==> src/rtl/core/abstat_pkg.sv <==
// Shared constants and types for the audio block statistics core.
// No dependencies; imported by every other file of the block.
`timescale 1ns / 1ps

package abstat_pkg;

   // Slot word and sample geometry
   localparam int RAW_W        = 32;
   localparam int SAMPLE_SHIFT = 8;
   localparam int SAMPLE_W     = RAW_W - SAMPLE_SHIFT;

   // Width of the reported sample, zero and flat totals
   localparam int TOTAL_W = 10;

   // Default block capacity in samples
   localparam int MAX_FRAMES_DEF = 512;

   // Reset values of the running extremes
   localparam logic signed [SAMPLE_W-1:0] SAMPLE_MAX = {1'b0, {(SAMPLE_W-1){1'b1}}};
   localparam logic signed [SAMPLE_W-1:0] SAMPLE_MIN = {1'b1, {(SAMPLE_W-1){1'b0}}};

   // Status of the block queue between front and back
   typedef struct packed {
      logic full;
      logic empty;
   } q_stat_type;

endpackage

==> src/rtl/core/abstat_req_if.sv <==
// Sample channel: valid/ready handshake carrying one raw slot word.
// Depends on abstat_pkg.
`timescale 1ns / 1ps

interface abstat_req_if import abstat_pkg::*; ();
   logic                valid;
   logic                ready;
   logic [RAW_W-1:0]    raw_word;
   logic                last_of_block;

   modport source (output valid, raw_word, last_of_block, input ready);
   modport sink   (input valid, raw_word, last_of_block, output ready);
endinterface

==> src/rtl/core/abstat_rsp_if.sv <==
// Result channel: valid/ready handshake carrying one block's statistics.
// Depends on abstat_pkg.
`timescale 1ns / 1ps

interface abstat_rsp_if import abstat_pkg::*; ();
   logic                       valid;
   logic                       ready;
   logic signed [SAMPLE_W-1:0] min_value;
   logic signed [SAMPLE_W-1:0] max_value;
   logic signed [SAMPLE_W-1:0] mean_value;
   logic        [SAMPLE_W-1:0] rms_value;
   logic        [TOTAL_W-1:0]  zero_total;
   logic        [TOTAL_W-1:0]  flat_total;
   logic        [TOTAL_W-1:0]  sample_total;
   logic                       overflow;

   modport source (output valid, min_value, max_value, mean_value, rms_value,
                   zero_total, flat_total, sample_total, overflow, input ready);
   modport sink   (input valid, min_value, max_value, mean_value, rms_value,
                   zero_total, flat_total, sample_total, overflow, output ready);
endinterface

==> src/rtl/core/abstat_front.sv <==
// Front end: takes sample transfers, squares them, and accumulates block statistics.
// Depends on abstat_pkg and abstat_req_if; pushes finished blocks to abstat_queue.
`timescale 1ns / 1ps

module abstat_front import abstat_pkg::*; #(
   parameter int MAX_FRAMES = MAX_FRAMES_DEF,
   localparam int CNT_W  = $clog2(MAX_FRAMES + 1),
   localparam int SUM_W  = SAMPLE_W + CNT_W,
   localparam int SQ_W   = 2 * SAMPLE_W - 2 + CNT_W
) (
   input  logic                       clock,
   input  logic                       reset,
   abstat_req_if.sink                 req_bus,
   input  q_stat_type                 q_stat,
   output logic                       push,
   output logic signed [SAMPLE_W-1:0] snap_min,
   output logic signed [SAMPLE_W-1:0] snap_max,
   output logic        [CNT_W-1:0]    snap_zero,
   output logic        [CNT_W-1:0]    snap_flat,
   output logic        [CNT_W-1:0]    snap_cnt,
   output logic signed [SUM_W-1:0]    snap_sum,
   output logic        [SQ_W-1:0]     snap_sumsq,
   output logic                       snap_drop
);

   localparam int PROD_W = 2 * SAMPLE_W - 1;

   // Input stage registers
   logic                       a_valid_ff, a_valid_in;
   logic signed [SAMPLE_W-1:0] a_sample_ff;
   logic        [PROD_W-1:0]   a_square_ff;
   logic                       a_last_ff;

   // Accumulator registers
   logic        [CNT_W-1:0]    cnt_ff;
   logic signed [SAMPLE_W-1:0] min_ff;
   logic signed [SAMPLE_W-1:0] max_ff;
   logic signed [SAMPLE_W-1:0] first_ff, first_in;
   logic        [CNT_W-1:0]    zero_ff;
   logic        [CNT_W-1:0]    flat_ff;
   logic signed [SUM_W-1:0]    sum_ff;
   logic        [SQ_W-1:0]     sumsq_ff;
   logic                       drop_ff;

   logic signed [SAMPLE_W-1:0]   sample_in;
   logic signed [2*SAMPLE_W-1:0] prod;
   logic                         accept;
   logic                         a_adv;
   logic                         room;
   logic signed [SAMPLE_W-1:0]   first_eff;

   // Extract and square the incoming sample
   assign sample_in = req_bus.raw_word[RAW_W-1 -: SAMPLE_W];
   assign prod      = sample_in * sample_in;

   // Advance the input stage unless a block end meets a full queue
   assign a_adv         = a_valid_ff && (!a_last_ff || !q_stat.full);
   assign req_bus.ready = !a_valid_ff || a_adv;
   assign accept        = req_bus.valid && req_bus.ready;

   always_comb begin
      a_valid_in = a_valid_ff;
      if (accept) begin
         a_valid_in = 1'b1;
      end else if (a_adv) begin
         a_valid_in = 1'b0;
      end
   end

   always_ff @(posedge clock) begin
      if (reset) begin
         a_valid_ff <= 1'b0;
      end else begin
         a_valid_ff <= a_valid_in;
      end
   end

   always_ff @(posedge clock) begin
      if (accept) begin
         a_sample_ff <= sample_in;
         a_square_ff <= prod[PROD_W-1:0];
         a_last_ff   <= req_bus.last_of_block;
      end
   end

   // Compute the statistics after this sample; drop it once the block is full
   assign room      = cnt_ff < CNT_W'(MAX_FRAMES);
   assign first_eff = (cnt_ff == '0) ? a_sample_ff : first_ff;

   always_comb begin
      snap_min   = min_ff;
      snap_max   = max_ff;
      snap_zero  = zero_ff;
      snap_flat  = flat_ff;
      snap_cnt   = cnt_ff;
      snap_sum   = sum_ff;
      snap_sumsq = sumsq_ff;
      snap_drop  = drop_ff | !room;
      first_in   = first_ff;
      if (room) begin
         first_in   = first_eff;
         snap_min   = (a_sample_ff < min_ff) ? a_sample_ff : min_ff;
         snap_max   = (a_sample_ff > max_ff) ? a_sample_ff : max_ff;
         snap_zero  = zero_ff + CNT_W'(a_sample_ff == '0);
         snap_flat  = flat_ff + CNT_W'(a_sample_ff == first_eff);
         snap_cnt   = cnt_ff + 1'b1;
         snap_sum   = sum_ff + SUM_W'(a_sample_ff);
         snap_sumsq = sumsq_ff + SQ_W'(a_square_ff);
      end
   end

   assign push = a_adv && a_last_ff;

   // Update the running state; clear it when the block ends
   always_ff @(posedge clock) begin
      if (reset || push) begin
         cnt_ff   <= '0;
         min_ff   <= SAMPLE_MAX;
         max_ff   <= SAMPLE_MIN;
         first_ff <= '0;
         zero_ff  <= '0;
         flat_ff  <= '0;
         sum_ff   <= '0;
         sumsq_ff <= '0;
         drop_ff  <= 1'b0;
      end else if (a_adv) begin
         cnt_ff   <= snap_cnt;
         min_ff   <= snap_min;
         max_ff   <= snap_max;
         first_ff <= first_in;
         zero_ff  <= snap_zero;
         flat_ff  <= snap_flat;
         sum_ff   <= snap_sum;
         sumsq_ff <= snap_sumsq;
         drop_ff  <= snap_drop;
      end
   end

endmodule

==> src/rtl/core/abstat_queue.sv <==
// Two-entry queue of finished block snapshots between front and back.
// Depends on abstat_pkg for the status struct.
`timescale 1ns / 1ps

module abstat_queue import abstat_pkg::*; #(
   parameter int DATA_W = 8
) (
   input  logic              clock,
   input  logic              reset,
   input  logic              push,
   input  logic [DATA_W-1:0] push_data,
   input  logic              pop,
   output logic [DATA_W-1:0] pop_data,
   output q_stat_type        q_stat
);

   logic [DATA_W-1:0] entry_ff [2];
   logic              wr_ptr_ff;
   logic              rd_ptr_ff;
   logic [1:0]        fill_ff, fill_in;

   assign q_stat.full  = fill_ff == 2'd2;
   assign q_stat.empty = fill_ff == 2'd0;
   assign pop_data     = entry_ff[rd_ptr_ff];

   // Track occupancy
   always_comb begin
      fill_in = fill_ff;
      if (push && !pop) begin
         fill_in = fill_ff + 2'd1;
      end else if (pop && !push) begin
         fill_in = fill_ff - 2'd1;
      end
   end

   always_ff @(posedge clock) begin
      if (reset) begin
         wr_ptr_ff <= 1'b0;
         rd_ptr_ff <= 1'b0;
         fill_ff   <= 2'd0;
      end else begin
         fill_ff <= fill_in;
         if (push) begin
            wr_ptr_ff <= ~wr_ptr_ff;
         end
         if (pop) begin
            rd_ptr_ff <= ~rd_ptr_ff;
         end
      end
   end

   // Store the snapshot at the write pointer
   always_ff @(posedge clock) begin
      if (push) begin
         entry_ff[wr_ptr_ff] <= push_data;
      end
   end

endmodule

==> src/rtl/core/abstat_back.sv <==
// Back end: divides sum and sum of squares by the count, takes the square root,
// and holds the result for the output. Depends on abstat_pkg and abstat_rsp_if.
`timescale 1ns / 1ps

module abstat_back import abstat_pkg::*; #(
   parameter int MAX_FRAMES = MAX_FRAMES_DEF,
   localparam int CNT_W  = $clog2(MAX_FRAMES + 1),
   localparam int SUM_W  = SAMPLE_W + CNT_W,
   localparam int SQ_W   = 2 * SAMPLE_W - 2 + CNT_W
) (
   input  logic                       clock,
   input  logic                       reset,
   input  q_stat_type                 q_stat,
   output logic                       pop,
   input  logic signed [SAMPLE_W-1:0] in_min,
   input  logic signed [SAMPLE_W-1:0] in_max,
   input  logic        [CNT_W-1:0]    in_zero,
   input  logic        [CNT_W-1:0]    in_flat,
   input  logic        [CNT_W-1:0]    in_cnt,
   input  logic signed [SUM_W-1:0]    in_sum,
   input  logic        [SQ_W-1:0]     in_sumsq,
   input  logic                       in_drop,
   abstat_rsp_if.source               rsp_bus
);

   localparam int RT_W   = (SQ_W + 1) / 2;
   localparam int RAD_W  = 2 * RT_W;
   localparam int STEP_W = $clog2(SQ_W + 1);

   localparam logic [1:0] ST_IDLE = 2'd0;
   localparam logic [1:0] ST_DIV  = 2'd1;
   localparam logic [1:0] ST_ROOT = 2'd2;
   localparam logic [1:0] ST_HOLD = 2'd3;

   logic [1:0]        state_ff, state_in;
   logic [STEP_W-1:0] step_ff, step_in;

   // Working registers of the block in flight
   logic signed [SAMPLE_W-1:0] min_ff;
   logic signed [SAMPLE_W-1:0] max_ff;
   logic        [CNT_W-1:0]    zero_ff;
   logic        [CNT_W-1:0]    flat_ff;
   logic        [CNT_W-1:0]    cnt_ff;
   logic                       drop_ff;
   logic                       neg_ff;
   logic        [SQ_W-1:0]     sdiv_ff, sdiv_in;
   logic        [CNT_W:0]      srem_ff, srem_in;
   logic        [SQ_W-1:0]     qdiv_ff, qdiv_in;
   logic        [CNT_W:0]      qrem_ff, qrem_in;
   logic        [RAD_W-1:0]    rad_ff, rad_in;
   logic        [RT_W-1:0]     root_ff, root_in;
   logic        [RT_W+1:0]     rrem_ff, rrem_in;

   // Output register
   logic                       out_valid_ff;
   logic signed [SAMPLE_W-1:0] out_min_ff;
   logic signed [SAMPLE_W-1:0] out_max_ff;
   logic signed [SAMPLE_W-1:0] out_mean_ff;
   logic        [SAMPLE_W-1:0] out_rms_ff;
   logic        [TOTAL_W-1:0]  out_zero_ff;
   logic        [TOTAL_W-1:0]  out_flat_ff;
   logic        [TOTAL_W-1:0]  out_cnt_ff;
   logic                       out_drop_ff;

   logic [SUM_W-1:0]    sum_mag;
   logic [CNT_W:0]      srem_t, qrem_t;
   logic                s_ge, q_ge, r_ge;
   logic [RT_W+2:0]     rrem_t, trial;
   logic [RT_W+2:0]     rrem_d;
   logic                load;
   logic [SAMPLE_W-1:0] quot_lo;

   assign sum_mag = in_sum[SUM_W-1] ? unsigned'(-in_sum) : unsigned'(in_sum);

   // One restoring division step for each quotient
   assign srem_t = {srem_ff[CNT_W-1:0], sdiv_ff[SQ_W-1]};
   assign qrem_t = {qrem_ff[CNT_W-1:0], qdiv_ff[SQ_W-1]};
   assign s_ge   = srem_t >= {1'b0, cnt_ff};
   assign q_ge   = qrem_t >= {1'b0, cnt_ff};

   // One digit step of the square root
   assign rrem_t = {rrem_ff[RT_W:0], rad_ff[RAD_W-1 -: 2]};
   assign trial  = {1'b0, root_ff, 2'b01};
   assign r_ge   = rrem_t >= trial;
   assign rrem_d = rrem_t - trial;

   assign pop  = (state_ff == ST_IDLE) && !q_stat.empty;
   assign load = (state_ff == ST_HOLD) && (!out_valid_ff || rsp_bus.ready);

   always_comb begin
      state_in = state_ff;
      step_in  = step_ff;
      sdiv_in  = sdiv_ff;
      srem_in  = srem_ff;
      qdiv_in  = qdiv_ff;
      qrem_in  = qrem_ff;
      rad_in   = rad_ff;
      root_in  = root_ff;
      rrem_in  = rrem_ff;
      case (state_ff)
         ST_IDLE: begin
            if (!q_stat.empty) begin
               sdiv_in  = SQ_W'(sum_mag);
               srem_in  = '0;
               qdiv_in  = in_sumsq;
               qrem_in  = '0;
               step_in  = STEP_W'(SQ_W);
               state_in = ST_DIV;
            end
         end
         ST_DIV: begin
            sdiv_in = {sdiv_ff[SQ_W-2:0], s_ge};
            srem_in = s_ge ? (srem_t - {1'b0, cnt_ff}) : srem_t;
            qdiv_in = {qdiv_ff[SQ_W-2:0], q_ge};
            qrem_in = q_ge ? (qrem_t - {1'b0, cnt_ff}) : qrem_t;
            step_in = step_ff - 1'b1;
            if (step_ff == STEP_W'(1)) begin
               rad_in   = RAD_W'(qdiv_in);
               root_in  = '0;
               rrem_in  = '0;
               step_in  = STEP_W'(RT_W);
               state_in = ST_ROOT;
            end
         end
         ST_ROOT: begin
            rad_in  = {rad_ff[RAD_W-3:0], 2'b00};
            root_in = {root_ff[RT_W-2:0], r_ge};
            rrem_in = r_ge ? rrem_d[RT_W+1:0] : rrem_t[RT_W+1:0];
            step_in = step_ff - 1'b1;
            if (step_ff == STEP_W'(1)) begin
               state_in = ST_HOLD;
            end
         end
         ST_HOLD: begin
            if (load) begin
               state_in = ST_IDLE;
            end
         end
         default: begin
            state_in = ST_IDLE;
         end
      endcase
   end

   always_ff @(posedge clock) begin
      if (reset) begin
         state_ff <= ST_IDLE;
         step_ff  <= '0;
      end else begin
         state_ff <= state_in;
         step_ff  <= step_in;
      end
   end

   // Hold the datapath of the block in flight
   always_ff @(posedge clock) begin
      sdiv_ff <= sdiv_in;
      srem_ff <= srem_in;
      qdiv_ff <= qdiv_in;
      qrem_ff <= qrem_in;
      rad_ff  <= rad_in;
      root_ff <= root_in;
      rrem_ff <= rrem_in;
      if (pop) begin
         min_ff  <= in_min;
         max_ff  <= in_max;
         zero_ff <= in_zero;
         flat_ff <= in_flat;
         cnt_ff  <= in_cnt;
         drop_ff <= in_drop;
         neg_ff  <= in_sum[SUM_W-1];
      end
   end

   // Apply the sign of the sum to the truncated quotient
   assign quot_lo = sdiv_ff[SAMPLE_W-1:0];

   always_ff @(posedge clock) begin
      if (reset) begin
         out_valid_ff <= 1'b0;
      end else if (load) begin
         out_valid_ff <= 1'b1;
      end else if (rsp_bus.ready) begin
         out_valid_ff <= 1'b0;
      end
   end

   always_ff @(posedge clock) begin
      if (load) begin
         out_min_ff  <= min_ff;
         out_max_ff  <= max_ff;
         out_mean_ff <= neg_ff ? (~quot_lo + 1'b1) : quot_lo;
         out_rms_ff  <= root_ff[SAMPLE_W-1:0];
         out_zero_ff <= TOTAL_W'(zero_ff);
         out_flat_ff <= TOTAL_W'(flat_ff);
         out_cnt_ff  <= TOTAL_W'(cnt_ff);
         out_drop_ff <= drop_ff;
      end
   end

   assign rsp_bus.valid        = out_valid_ff;
   assign rsp_bus.min_value    = out_min_ff;
   assign rsp_bus.max_value    = out_max_ff;
   assign rsp_bus.mean_value   = out_mean_ff;
   assign rsp_bus.rms_value    = out_rms_ff;
   assign rsp_bus.zero_total   = out_zero_ff;
   assign rsp_bus.flat_total   = out_flat_ff;
   assign rsp_bus.sample_total = out_cnt_ff;
   assign rsp_bus.overflow     = out_drop_ff;

endmodule

==> src/rtl/core/audio_block_statistics.sv <==
// Audio block statistics: min, max, mean, RMS, zero and flat counts per block.
// Throughput: one sample transfer per cycle; a block end stalls only while the
// two-entry block queue is full. The shared divide/root unit works through one
// block at a time (divide, then root, then hold), which sets the block rate.
// Each result passes the queue, the divide and root states and the output register.
// Reset (synchronous, active high) clears accumulators, queue and output valid flag.
`timescale 1ns / 1ps

module audio_block_statistics import abstat_pkg::*; #(
   parameter int MAX_FRAMES = MAX_FRAMES_DEF
) (
   input  logic          clock,
   input  logic          reset,
   abstat_req_if.sink    req_bus,
   abstat_rsp_if.source  rsp_bus
);

   localparam int CNT_W  = $clog2(MAX_FRAMES + 1);
   localparam int SUM_W  = SAMPLE_W + CNT_W;
   localparam int SQ_W   = 2 * SAMPLE_W - 2 + CNT_W;
   localparam int SNAP_W = 1 + 3 * CNT_W + 2 * SAMPLE_W + SUM_W + SQ_W;

   q_stat_type                 q_stat;
   logic                       q_push;
   logic                       q_pop;
   logic [SNAP_W-1:0]          push_data;
   logic [SNAP_W-1:0]          pop_data;

   logic signed [SAMPLE_W-1:0] f_min, b_min;
   logic signed [SAMPLE_W-1:0] f_max, b_max;
   logic        [CNT_W-1:0]    f_zero, b_zero;
   logic        [CNT_W-1:0]    f_flat, b_flat;
   logic        [CNT_W-1:0]    f_cnt, b_cnt;
   logic signed [SUM_W-1:0]    f_sum, b_sum;
   logic        [SQ_W-1:0]     f_sumsq, b_sumsq;
   logic                       f_drop, b_drop;

   abstat_front #(.MAX_FRAMES(MAX_FRAMES)) u_front (
      .clock      (clock),
      .reset      (reset),
      .req_bus    (req_bus),
      .q_stat     (q_stat),
      .push       (q_push),
      .snap_min   (f_min),
      .snap_max   (f_max),
      .snap_zero  (f_zero),
      .snap_flat  (f_flat),
      .snap_cnt   (f_cnt),
      .snap_sum   (f_sum),
      .snap_sumsq (f_sumsq),
      .snap_drop  (f_drop)
   );

   // Pack and unpack the block snapshot
   assign push_data = {f_drop, f_cnt, f_flat, f_zero, f_max, f_min, f_sumsq, f_sum};
   assign {b_drop, b_cnt, b_flat, b_zero, b_max, b_min, b_sumsq, b_sum} = pop_data;

   abstat_queue #(.DATA_W(SNAP_W)) u_queue (
      .clock     (clock),
      .reset     (reset),
      .push      (q_push),
      .push_data (push_data),
      .pop       (q_pop),
      .pop_data  (pop_data),
      .q_stat    (q_stat)
   );

   abstat_back #(.MAX_FRAMES(MAX_FRAMES)) u_back (
      .clock    (clock),
      .reset    (reset),
      .q_stat   (q_stat),
      .pop      (q_pop),
      .in_min   (b_min),
      .in_max   (b_max),
      .in_zero  (b_zero),
      .in_flat  (b_flat),
      .in_cnt   (b_cnt),
      .in_sum   (b_sum),
      .in_sumsq (b_sumsq),
      .in_drop  (b_drop),
      .rsp_bus  (rsp_bus)
   );

   // A block end never enters a full queue
   a_push_room: assert property (@(posedge clock) disable iff (reset)
      q_push |-> !q_stat.full)
      else $error("block pushed into full queue");

   // The back end only takes a block that is there
   a_pop_held: assert property (@(posedge clock) disable iff (reset)
      q_pop |-> !q_stat.empty)
      else $error("block popped from empty queue");

   // No result is offered straight after reset
   a_rsp_reset: assert property (@(posedge clock)
      reset |=> !rsp_bus.valid)
      else $error("result valid after reset");

endmodule
==> src/flat_wrapper.sv <==
// flat-port wrapper written by rule: the top's interface ports become plain ports
module audio_block_statistics_flat import abstat_pkg::*;
#(
   parameter int MAX_FRAMES = MAX_FRAMES_DEF
)
  (clock, reset, req_bus_valid, req_bus_raw_word, req_bus_last_of_block, req_bus_ready, rsp_bus_valid, rsp_bus_min_value, rsp_bus_max_value, rsp_bus_mean_value, rsp_bus_rms_value, rsp_bus_zero_total, rsp_bus_flat_total, rsp_bus_sample_total, rsp_bus_overflow, rsp_bus_ready);
  abstat_req_if req_bus_i ();
  abstat_rsp_if rsp_bus_i ();
  input  logic clock;
  input  logic reset;
  input wire logic [$bits(req_bus_i.valid)-1:0] req_bus_valid;
  input wire logic [$bits(req_bus_i.raw_word)-1:0] req_bus_raw_word;
  input wire logic [$bits(req_bus_i.last_of_block)-1:0] req_bus_last_of_block;
  output wire logic [$bits(req_bus_i.ready)-1:0] req_bus_ready;
  output wire logic [$bits(rsp_bus_i.valid)-1:0] rsp_bus_valid;
  output wire logic [$bits(rsp_bus_i.min_value)-1:0] rsp_bus_min_value;
  output wire logic [$bits(rsp_bus_i.max_value)-1:0] rsp_bus_max_value;
  output wire logic [$bits(rsp_bus_i.mean_value)-1:0] rsp_bus_mean_value;
  output wire logic [$bits(rsp_bus_i.rms_value)-1:0] rsp_bus_rms_value;
  output wire logic [$bits(rsp_bus_i.zero_total)-1:0] rsp_bus_zero_total;
  output wire logic [$bits(rsp_bus_i.flat_total)-1:0] rsp_bus_flat_total;
  output wire logic [$bits(rsp_bus_i.sample_total)-1:0] rsp_bus_sample_total;
  output wire logic [$bits(rsp_bus_i.overflow)-1:0] rsp_bus_overflow;
  input wire logic [$bits(rsp_bus_i.ready)-1:0] rsp_bus_ready;
  assign req_bus_i.valid = req_bus_valid;
  assign req_bus_i.raw_word = req_bus_raw_word;
  assign req_bus_i.last_of_block = req_bus_last_of_block;
  assign req_bus_ready = req_bus_i.ready;
  assign rsp_bus_valid = rsp_bus_i.valid;
  assign rsp_bus_min_value = rsp_bus_i.min_value;
  assign rsp_bus_max_value = rsp_bus_i.max_value;
  assign rsp_bus_mean_value = rsp_bus_i.mean_value;
  assign rsp_bus_rms_value = rsp_bus_i.rms_value;
  assign rsp_bus_zero_total = rsp_bus_i.zero_total;
  assign rsp_bus_flat_total = rsp_bus_i.flat_total;
  assign rsp_bus_sample_total = rsp_bus_i.sample_total;
  assign rsp_bus_overflow = rsp_bus_i.overflow;
  assign rsp_bus_i.ready = rsp_bus_ready;
  audio_block_statistics #(.MAX_FRAMES(MAX_FRAMES)) u_core (.clock(clock), .reset(reset), .req_bus(req_bus_i), .rsp_bus(rsp_bus_i));
endmodule
==> config.mk <==
export PLATFORM = sky130hd
export DESIGN_NAME = audio_block_statistics_flat
export DESIGN_NICKNAME = d
export VERILOG_FILES = /design/src/rtl/core/abstat_pkg.sv /design/src/rtl/core/abstat_req_if.sv /design/src/rtl/core/abstat_rsp_if.sv /design/src/rtl/core/abstat_front.sv /design/src/rtl/core/abstat_queue.sv /design/src/rtl/core/abstat_back.sv /design/src/rtl/core/audio_block_statistics.sv /design/src/flat_wrapper.sv
export SDC_FILE = /design/constraint.sdc
export NUM_CORES = 2
export LEC_CHECK = 0
export BUFFER_PORTS_ARGS = -buffer_cell sky130_fd_sc_hd__buf_4
export CORE_MARGIN = 2
export CORE_UTILIZATION = 30
export CTS_CLUSTER_DIAMETER = 120
export DETAILED_ROUTE_END_ITERATION = 12
export GPL_TIMING_DRIVEN = 0
export PLACE_DENSITY = 0.45
export SKIP_LAST_GASP = 1
export SYNTH_ARGS = -nofsm -noshare
export SYNTH_HDL_FRONTEND = slang
export SYNTH_HIERARCHICAL = 1
export SYNTH_SLANG_ARGS = --single-unit
==> constraint.sdc <==
create_clock -name clock -period 11.1 [get_ports clock]
set_clock_uncertainty 0.15 [all_clocks]
set_input_delay 2.22 -clock clock [delete_from_list [all_inputs] [get_ports clock]]
set_output_delay 2.22 -clock clock [all_outputs]
set_load 0.01 [all_outputs]
==> flow_summary.json <==
{
  "critPathCaptureType": "flip-flop",
  "r2r-start": "u_core/u_front/cnt_ff[9]$_SDFFE_PP0P_",
  "mappedNetlistArea_um2": 69200,
  "final.min_clock_period_ps": 10590,
  "post_cts_buffers": 0,
  "yosys_warnings": 6,
  "gpl.final_weighted_congestion": 0.895,
  "avgRoutedWirePerCell_um": 20.1,
  "fp-row-count": 176,
  "cts_max_path_buffers": 3,
  "wire_length_of_the_first_global_routing_pass_um": 289000,
  "syn2layout_area_growth_pct": 13.6,
  "most_common_cell_after_layout_fill_and_taps_aside": "sky130_fd_sc_hd__edfxtp_1",
  "numCtsBuffers": 117,
  "path_delay_family": "adder cells",
  "cp.buffers_inverters": 7,
  "ctsHoldBuffers": 0,
  "cts_sinks": 1068,
  "post_cts.resized_instances": 0,
  "detailroute.via_count": 44700,
  "antenna_found_initial": 8,
  "max-slew-margin-rel_pct": 11.3,
  "fp.dieArea_um2": 235000,
  "critPathMostFrequentCell": "sky130_fd_sc_hd__fa_1",
  "final_area_um2": 78700,
  "synth.distinct_cells": 88,
  "min_path_type": "flip-flop to flip-flop",
  "crit_slowest_cell": "sky130_fd_sc_hd__fa_1",
  "number_of_enable_type_register_cells_in_the_synthesized_netlist": 860,
  "drt_pass1_iterations": 5,
  "timing.reg2reg.setup_slack_ps": 5910,
  "fp.dieH_um": 484,
  "largest_net_degree_at_the_start_of_global_routing": 70,
  "rr_worst_depth": 8,
  "final_nets": 7305,
  "place.detailed.hpwl_um": 147000,
  "postSynthCellCount": 6072,
  "criticalPathCategory": "primary input to flip-flop",
  "clkSlewWorstSetupHoldPaths_ps": 60,
  "count_of_final_hold_check_violations": 0,
  "coreArea_um2": 230000,
  "clock_tree.htree_level_count": 3,
  "outcome": "completed",
  "dr.first_iter.drc_count": 3009,
  "drtAntennaViolNets": 0,
  "detail_route.drc_violations": 0,
  "worst_path_largest_cell_delay_ps": 720,
  "timing.critical_path.from_type": "primary input",
  "grt_overflow": 0,
  "tightestPinTransition_ps": 1330,
  "die_w_um": 484,
  "post-route-period-util_pct": 95.5,
  "commonest_cells_after_routing_fill_and_taps_aside": "sky130_fd_sc_hd__edfxtp_1, sky130_fd_sc_hd__inv_1, sky130_fd_sc_hd__fa_1, sky130_fd_sc_hd__nand2_1, sky130_fd_sc_hd__nor2_1",
  "dp_cell_count": 9281,
  "drive_above_1_share_pct": 11.7,
  "num-fill-cells": 23000,
  "global_route.usage.total_pct": 16.1,
  "final_number_of_setup_violating_endpoints": 0,
  "drt_wl_total_um": 191000,
  "worstPathArrival_ps": 10860,
  "maxSlewViolCount": 0,
  "synth_async_sr_flop_share_pct": 0,
  "path_max_fanout": 10,
  "synth_seq_area_share_pct": 43.3,
  "worst-endpoint-required_ps": 11360,
  "numPortBuffers": 157,
  "syn_avg_cell_area_um2": 11.4,
  "place_area_um2": 74800,
  "synthesis.nets": 7003,
  "startpoint": "req_bus_raw_word[8]",
  "cts_tree": "built",
  "ctsRootBufferMaster": "sky130_fd_sc_hd__clkbuf_16",
  "rsz0062_at_grt": "false",
  "io_pins": 166,
  "clock.fmax_mhz": 94.4,
  "worstHoldPathCells": 0,
  "timing.hold.worst.start": "u_core/u_back/max_ff[18]$_DFFE_PP_",
  "postSynthRegisterBits": 1068,
  "start_util_pct": 30.1,
  "clk_latency_ps": 770,
  "instances_no_fill": 9507,
  "via_per_inst": 4.71,
  "crit_cells": 26,
  "vias_in_the_first_global_route": 45700,
  "drv_cap": 0,
  "postSynth.topFlopCell": "sky130_fd_sc_hd__edfxtp_1"
}
[cell families after synthesis]
kind of cell / synth area share (%)
buffers and inverters: 6.14
flip-flops: 43.3
AO/OA/AOI/OAI: 8.12
AND/OR/NAND/NOR: 9.52
XOR/XNOR: 4.00
multiplexers: 6.72
adder cells (fa/ha/maj): 22.2
[cell type report]
class	instances	area (um2)	area share (%)
multi-input cells	3906	35000	44.5
flip-flops and latches	1068	30000	38.1
well taps	3026	3790	4.81
clock buffers	165	3260	4.14
inverters	825	3100	3.94
repair buffers	183	1770	2.25
plain buffers	273	1150	1.46
clock inverters	57	572	0.727
diodes	4	10.0	0.0127
[stage by stage]
step | util, % | hold WS [ps] | TNS [ps] | setup WS, ps
finish | 34.3 | 266 | 0 | 505
floorplan | - | 250 | 0 | 1070
global placement | 32.3 | 255 | -1568920 | -4340
global route | 34.2 | 275 | 0 | 238
detailed placement | 32.6 | 255 | -492 | -210
CTS | 34.2 | 270 | 0 | 557
[Yosys cell counts (20+ instances only)]
master,n,share of area (%)
sky130_fd_sc_hd__a21o_1,109,1.2
sky130_fd_sc_hd__mux2_2,214,3.5
sky130_fd_sc_hd__a21oi_1,265,1.9
sky130_fd_sc_hd__mux2i_1,71,1.0
sky130_fd_sc_hd__xnor2_1,163,2.1
sky130_fd_sc_hd__a211oi_1,27,0.29
sky130_fd_sc_hd__o31ai_1,25,0.27
sky130_fd_sc_hd__edfxtp_1,860,37
sky130_fd_sc_hd__mux2_4,101,2.2
sky130_fd_sc_hd__nand2b_1,30,0.27
sky130_fd_sc_hd__nor2_1,353,1.9
sky130_fd_sc_hd__a311o_1,28,0.40
sky130_fd_sc_hd__and3_1,27,0.24
sky130_fd_sc_hd__fa_1,556,16
sky130_fd_sc_hd__nor2b_1,41,0.37
sky130_fd_sc_hd__ha_1,338,6.1
sky130_fd_sc_hd__clkbuf_1,228,1.2
sky130_fd_sc_hd__nand4_1,57,0.52
sky130_fd_sc_hd__a31oi_1,25,0.23
sky130_fd_sc_hd__nand3_1,76,0.55
sky130_fd_sc_hd__o21ai_0,269,1.9
sky130_fd_sc_hd__nor4_1,29,0.26
sky130_fd_sc_hd__or3_1,24,0.22
sky130_fd_sc_hd__nor3_1,44,0.32
sky130_fd_sc_hd__xor2_1,153,1.9
sky130_fd_sc_hd__dfxtp_1,208,6.0
sky130_fd_sc_hd__o21a_1,20,0.22
sky130_fd_sc_hd__inv_1,824,4.5
sky130_fd_sc_hd__o21bai_1,23,0.25
sky130_fd_sc_hd__and2_1,159,1.4
sky130_fd_sc_hd__nand2_1,513,2.8
[sequential cells by signal, indices dropped and copies added (netlist names), 28 cells and up, named ones only]
| signal | count |
|---|---|
| u_core/u_queue/entry_ff | 338 |
| u_core/u_back/rrem_ff | 29 |
| u_core/u_back/rad_ff | 56 |
| u_core/u_back/sdiv_ff | 56 |
| u_core/u_front/sumsq_ff | 56 |
| u_core/u_front/a_square_ff | 45 |
| u_core/u_front/sum_ff | 34 |
| u_core/u_back/root_ff | 28 |
| u_core/u_back/qdiv_ff | 56 |
[metal layers]
layer	global-route usage (%)	vias up	routed length (um)
met5	0	-	13
met3	2.00	190	8230
met4	3.33	2	3410
li1	-	21200	-
met1	23.6	22400	93000
met2	25.5	942	86000
[worst paths after layout]
kind / endpoint
worst min-delay path: u_core/u_back/rsp_bus.max_value[18]$_DFFE_PP_
worst max register to register: u_core/u_queue/entry_ff[1][11]$_DFFE_PP_
worst min register to register: u_core/u_back/rsp_bus.max_value[18]$_DFFE_PP_
worst max-delay path: u_core/u_front/a_square_ff[46]$_DFFE_PP_
Power is not shown: default switching activity piles up to over one toggle a cycle in this logic, so the estimate is an artifact.
